## src/hdl/pip_pkg.sv

```systemverilog
// ----------------------------------------------------------------------------
// pip_pkg
// Shared types and constants for the point-in-polygon-with-holes block:
// request and response payloads, vertex word and the edge tag that rides
// along the crossing pipeline.
// ----------------------------------------------------------------------------
package pip_pkg;

   localparam int COORD_BITS = 16;
   localparam int DIFF_BITS  = COORD_BITS + 1;
   localparam int PROD_BITS  = 2 * DIFF_BITS;
   localparam int SUM_BITS   = PROD_BITS + 1;

   localparam logic MODE_WRITE = 1'b0;
   localparam logic MODE_QUERY = 1'b1;

   typedef logic signed [COORD_BITS-1:0] coord_type;

   typedef struct packed {
      logic       mode;
      logic [2:0] ring;
      logic [5:0] vertex_index;
      logic       last_vertex;
      coord_type  coord_x;
      coord_type  coord_y;
   } req_type;

   typedef struct packed {
      logic inside_res;
      logic in_outer;
      logic in_hole;
   } rsp_type;

   typedef struct packed {
      coord_type x;
      coord_type y;
   } vtx_type;

   // Tag carried with every pipeline slot.
   typedef struct packed {
      logic has_edge;   // previous and current vertex form an edge
      logic ring_end;   // last slot of the ring
      logic query_end;  // last slot of the query
      logic outer;      // slot belongs to ring 0
   } tag_type;

endpackage

```

## src/hdl/pip_xing.sv

```systemverilog
// ----------------------------------------------------------------------------
// pip_xing
// Edge crossing test, three stages: differences and y range, products,
// signed sum and sign test. Keeps the previous vertex to pair with each new one.
// ----------------------------------------------------------------------------
module pip_xing
   import pip_pkg::*;
(
   input  logic      clock,
   input  logic      reset,
   input  logic      in_vld,
   input  tag_type   in_tag,
   input  vtx_type   in_vtx,
   input  coord_type px,
   input  coord_type py,
   output logic      out_vld,
   output tag_type   out_tag,
   output logic      out_cross
);

   vtx_type prev_ff;

   // stage 0
   logic                        s0_vld_ff, s0_hit_ff, s0_dpos_ff;
   tag_type                     s0_tag_ff;
   logic signed [DIFF_BITS-1:0] a_ff, b_ff, c_ff, d_ff;
   logic signed [DIFF_BITS-1:0] a_in, b_in, c_in, d_in;
   logic                        hit_in, dpos_in;
   // stage 1
   logic                        s1_vld_ff, s1_hit_ff, s1_dpos_ff;
   tag_type                     s1_tag_ff;
   logic signed [PROD_BITS-1:0] p1_ff, p2_ff;
   // stage 2
   logic                        s2_vld_ff, s2_cross_ff;
   tag_type                     s2_tag_ff;
   logic signed [SUM_BITS-1:0]  t_in;
   logic                        cross_in;

   always_comb begin
      a_in    = DIFF_BITS'(prev_ff.x) - DIFF_BITS'(px);
      b_in    = DIFF_BITS'(in_vtx.x) - DIFF_BITS'(prev_ff.x);
      c_in    = DIFF_BITS'(py) - DIFF_BITS'(prev_ff.y);
      d_in    = DIFF_BITS'(in_vtx.y) - DIFF_BITS'(prev_ff.y);
      dpos_in = in_vtx.y > prev_ff.y;
      // half-open range; empty for a horizontal edge
      if (dpos_in) begin
         hit_in = (py >= prev_ff.y) && (py < in_vtx.y);
      end else begin
         hit_in = (py >= in_vtx.y) && (py < prev_ff.y);
      end
      hit_in = hit_in && in_tag.has_edge;
   end

   always_comb begin
      t_in = SUM_BITS'(p1_ff) + SUM_BITS'(p2_ff);
      if (s1_dpos_ff) begin
         cross_in = s1_hit_ff && (t_in > 0);
      end else begin
         cross_in = s1_hit_ff && (t_in < 0);
      end
   end

   always_ff @(posedge clock) begin
      if (reset) begin
         s0_vld_ff <= 1'b0;
         s1_vld_ff <= 1'b0;
         s2_vld_ff <= 1'b0;
      end else begin
         s0_vld_ff <= in_vld;
         s1_vld_ff <= s0_vld_ff;
         s2_vld_ff <= s1_vld_ff;
      end
      if (in_vld) begin
         prev_ff <= in_vtx;
      end
      s0_tag_ff   <= in_tag;
      s0_hit_ff   <= hit_in;
      s0_dpos_ff  <= dpos_in;
      a_ff        <= a_in;
      b_ff        <= b_in;
      c_ff        <= c_in;
      d_ff        <= d_in;
      s1_tag_ff   <= s0_tag_ff;
      s1_hit_ff   <= s0_hit_ff;
      s1_dpos_ff  <= s0_dpos_ff;
      p1_ff       <= PROD_BITS'(a_ff) * PROD_BITS'(d_ff);
      p2_ff       <= PROD_BITS'(b_ff) * PROD_BITS'(c_ff);
      s2_tag_ff   <= s1_tag_ff;
      s2_cross_ff <= cross_in;
   end

   assign out_vld   = s2_vld_ff;
   assign out_tag   = s2_tag_ff;
   assign out_cross = s2_cross_ff;

endmodule

```

## config.mk

```make
export PLATFORM = sky130hd
export DESIGN_NAME = pip_xing
export DESIGN_NICKNAME = d
export VERILOG_FILES = /design/src/hdl/pip_pkg.sv /design/src/hdl/pip_xing.sv
export SDC_FILE = /design/constraint.sdc
export NUM_CORES = 2
export LEC_CHECK = 0
export ABC_AREA = 1
export BUFFER_PORTS_ARGS = -buffer_cell sky130_fd_sc_hd__buf_2
export CORE_ASPECT_RATIO = 0.7
export CORE_UTILIZATION = 43
export CTS_CLUSTER_SIZE = 14
export DETAILED_ROUTE_END_ITERATION = 8
export GPL_ROUTABILITY_DRIVEN = 0
export SLEW_MARGIN = 10
export SYNTH_ARGS = -nofsm -noshare
export SYNTH_HDL_FRONTEND = slang
export SYNTH_SLANG_ARGS = --single-unit
```

## constraint.sdc

```tcl
create_clock -name clock -period 6.5 [get_ports clock]
set_input_delay 1.3 -clock clock [delete_from_list [all_inputs] [get_ports clock]]
set_output_delay 1.3 -clock clock [all_outputs]
set_load 0.05 [all_outputs]
```

## After elaboration in Yosys (flattened, before gate mapping)

Cells that the tools add are included.

- Add/sub/neg operators: 5
- Multipliers: 2
- $lt $le $gt $ge: 7
- Mux-type cells: 2
- Reduce and logical (&&, ||, !) cells: 5

Operator list:

| cell | number |
|---|---|
| $mul 17x17->34 | 2 |
| $sub 16x16->17 | 4 |
| $add 34x34->35 | 1 |
| $gt 35x1->1 const B | 1 |
| $lt 35x1->1 const B | 1 |
| $ge 16x16->1 | 2 |
| $lt 16x16->1 | 2 |
| $gt 16x16->1 | 1 |
| $logic_and 1x1->1 | 5 |
| $mux 1 | 2 |

- Flip-flop bits (word level): 188
- Bits of input ports: 71
- Output and inout port bits: 6
- Logic and storage cells: 49

## Depth between registers and ports, before layout

- Word-level depth: 4
- Gate-level depth with buffers: 30
- Mapped depth without buffers: 28

## Worst setup path after synthesis

Ideal clock, no wire load.

- Path type: reg-to-reg
- From: register b_ff[16]
- To: register p2_ff[33]
- Setup time: 0.123 ns
- Arrival time: 5.651 ns
- Required time: 6.377 ns
- Path slack: 0.726 ns
- Cell stages (with the launch flop): 20
- Buffers on the path: 2
- Period minus slack after synthesis: 5.774 ns
- Cells stage by stage: dfxtp_1 > clkbuf_1 > clkbuf_1 > nand2_1 > inv_1 > fa_1 > fa_1 > inv_1 > fa_1 > fa_1 > fa_1 > fa_1 > inv_1 > ha_1 > nand2_1 > nor3_1 > nand4_1 > o211ai_1 > a21oi_1 > xor2_1

- Cells in the longest elaborated chain, start to end: 1

RTL lines:

| element | RTL line | RTL |
|---|---|---|
| from (decl) | pip_xing.sv:26 | `logic signed [DIFF_BITS-1:0] a_ff, b_ff, c_ff, d_ff;` |
| from (signal assigned) | pip_xing.sv:80 | `b_ff <= b_in;` |
| $mul 17x17->34 | pip_xing.sv:87 | `p2_ff <= PROD_BITS'(b_ff) * PROD_BITS'(c_ff);` |
| to (signal assigned) | pip_xing.sv:87 |  |
| to (decl) | pip_xing.sv:32 | `logic signed [PROD_BITS-1:0] p1_ff, p2_ff;` |

Every way passes these cells.
A chain may end at the register's enable or synchronous reset.

## Worst setup path after layout

- From: register b_ff[6]
- To: register p2_ff[30]

The elaborated chain is that of the path after synthesis.

==> reports/metrics.csv <==
metric,value,unit
viasPerCell,4.82,
slowest_stage,dfxtp_1,
cts_buffer_depth,2,
drt_pass1_iterations,5,
ff2ff_setup_slack,300,ps
hold_path.class,register to register,
critPathCaptureType,register,
cts_setup_buffers,0,
die_x,333,um
synth_edf_count,32,
drive_gt1_share,6.24,%
clock_sinks,188,
crit_type,register to register,
grt_max_degree,34,
hold_path_startpoint,s0_hit_ff$_DFF_P_,
synthArstFlopShare,0,%
die-area,0.0780,mm^2
cp_data_arrival_time,6550,ps
num_rows,84,
syn_inst,4192,
multi_input_area,0.0239,mm^2
synth_top_area_share,36.1,%
seqCellArea,0.00409,mm^2
area_delta_synth_final,7.11,%
syn_avg_cell_area,7.89,um^2
cp_max_fo,14,
setup-tns-final,0,ps
cts_tree,yes,
groute.usage.overall,22.7,%
ys_top_cells_by_area,"fa_1, inv_1, nand2_1",
grt_pass1_vias,25037,
dp.cells,5202,
dp_hpwl,73300,um
period_share,95.3,%
synth_flop_cell,dfxtp_1,
yosys_warnings,0,
tightest_slew,964,ps
cts.htree.levels,4,
drc_errors,0,
clkTransAtPathRegs,80,ps
grt-ovfl-total,0,
clk_latency,460,ps
outcome,completed,
maxSlewViolCount,0,
start_kind,register,
pin_count,77,
antenna_found_initial,11,
drv_cap,0,
synth_cell_types,51,
required,6850,ps
path_delay_family,adder cells,
wl_per_cell,16.2,um
syn-cell-area,0.0331,mm^2
fp.dieH,234,um
rsz0062_at_grt,false,
ys_seq_elements,188,
instances_no_fill,5237,
ys_seq_area_share,12.3,%
yosysTopAreaCell,fa_1,
core-area,0.0756,mm^2
finalHoldViolCount,0,
drtIter0Drc,1766,
slowest_delay,880,ps
max_freq,0.161,GHz
worstRegToRegCells,23,
crit_buf_inv,6,
nNetsFinal,5186,
cts-buffers-inserted,17,
fin_crit,6200,ps
hold_end,s1_hit_ff$_DFF_P_,
grt_pass1_wl,137000,um
cp_cell_sequence,nand2_1 -> fa_1 -> inv_1 -> fa_1 -> inv_1 -> fa_1 -> inv_1 -> fa_1 -> fa_1 -> inv_1 -> fa_1 -> inv_1 -> ha_1 -> nand2_1 -> nor2_1 -> inv_1 -> nor3_1 -> nand3_1 -> nand3_1 -> nand3_1 -> nand2_1 -> a31oi_1 -> xnor2_1,
final_util,46.9,%
initial_utilization,43.8,%
rr_endpoint,p2_ff[30]$_DFF_P_,
detail-route-antenna-nets,0,
relSlewSlack,35.7,%
hold_depth,0,
r2r_start,b_ff[6]$_DFF_P_,
root_buffer,clkbuf_16,
wirelength,84700,um
synthesis.nets,5146,
fillers,7426,
finalSetupViolations,0,
port_buffers,76,
vias,25227,
finClkSkew,19.3,ps
-- worst register-to-register path, cell delays in order, from the launching register on --
cell	delay, ps
dfxtp_1	880
nand2_1	210
fa_1	560
inv_1	50
fa_1	490
inv_1	50
fa_1	550
inv_1	60
fa_1	450
fa_1	500
inv_1	50
fa_1	470
inv_1	40
ha_1	360
nand2_1	70
nor2_1	130
inv_1	70
nor3_1	300
nand3_1	160
nand3_1	180
nand3_1	100
nand2_1	110
a31oi_1	100
xnor2_1	140
-- through the flow --
| stage | instance area, um^2 | setup WS (ps) | hold WS [ps] |
|---|---|---|---|
| 2_1_floorplan | 33100 | 726 | 310 |
| 3_3_place_gp | 34800 | 453 | 310 |
| 3_5_place_dp | 34800 | 350 | 312 |
| 4_1_cts | 35400 | 336 | 331 |
| 5_1_grt | 35400 | 7.13 | 339 |
| 6_report | 35400 | 303 | 329 |
-- placed cells by master (no fill, tap or decap), drive strengths merged, types with 67 or more instances in the layout --
cell type / n
a21oi: 151
nor2: 156
fa: 597
dfxtp: 156
nand2: 1039
xor2: 94
ha: 286
nand3: 67
inv: 1233
buf: 157
-- Yosys cell counts, types with 9 or more instances --
cell type     n
fa_1        597
nand4_1      31
o21ai_2       9
dfxtp_1     156
o21a_1       10
o21ai_0      42
nand3_1      66
ha_1        286
edfxtp_1     32
a31oi_1      14
nor3_1       18
nand2_1    1023
inv_1      1224
clkbuf_1    134
o21ai_1      12
nand2_2      16
xor2_1       94
or2_2        10
xnor2_1      50
nor2_1      144
a21oi_1     136
nor2_2       10
a21oi_2      12
-- metal layers --
layer	vias to the layer above	global-route usage (%)	wire, um
met2	818	33.3	34700
met1	12120	35.2	42400
met5	-	0	93
li1	12209	-	-
met3	64	4.28	6600
met4	16	2.95	900
-- how the worst max path moves through the flow --
| stage | start | to | slack [ps] | depth (start not counted) |
|---|---|---|---|---|
| 2_1_floorplan | b_ff[16]$_DFF_P_ | p2_ff[33]$_DFF_P_ | 730 | 19 |
| 3_3_place_gp | b_ff[13]$_DFF_P_ | p2_ff[30]$_DFF_P_ | 450 | 21 |
| 3_5_place_dp | b_ff[6]$_DFF_P_ | p2_ff[30]$_DFF_P_ | 350 | 23 |
| 4_1_cts | b_ff[6]$_DFF_P_ | p2_ff[30]$_DFF_P_ | 340 | 23 |
| 5_1_grt | d_ff[3]$_DFF_P_ | p1_ff[30]$_DFF_P_ | 7 | 18 |
| 6_report | b_ff[6]$_DFF_P_ | p2_ff[30]$_DFF_P_ | 300 | 23 |
-- flip-flops by register name, summed over array words and instances, names as in the netlist, 4 cells and up --
name / flops
p2_ff: 34
d_ff: 17
a_ff: 17
s1_tag_ff: 4
b_ff: 17
c_ff: 17
p1_ff: 34
out_tag: 4
prev_ff: 32
s0_tag_ff: 4
-- area by class of cell --
type,count,share of cell area (%)
clock buffers,19,1.25
flip-flops and latches,188,11.5
diodes,3,0.0212
well taps,989,3.49
multi-input cells,2643,67.4
repair buffers,157,2.83
inverters,1225,13.0
clock inverters,13,0.487
-- cell families (layout without fill, tap and decap cells) --
family / Yosys count / count (layout) / synth area share (%)
buffers and inverters: 1361 / 1414 / 15.5
and+or+nand+nor: 1338 / 1338 / 16.3
adders and majority gates: 883 / 883 / 47.0
AOI/OAI and AO/OA: 278 / 278 / 5.15
DFF: 188 / 188 / 12.3
xor gates and xnor gates: 144 / 144 / 3.81
other: 0 / 3 / 0
-- timing repair --
item / 4_1_cts / 5_1_grt
gates resized for setup: 0 / 1
setup endpoints to repair: 0 / 1
hold buffers: 0 / 0
Power is not shown: default switching activity piles up to over one toggle a cycle in this logic, so the estimate is an artifact.
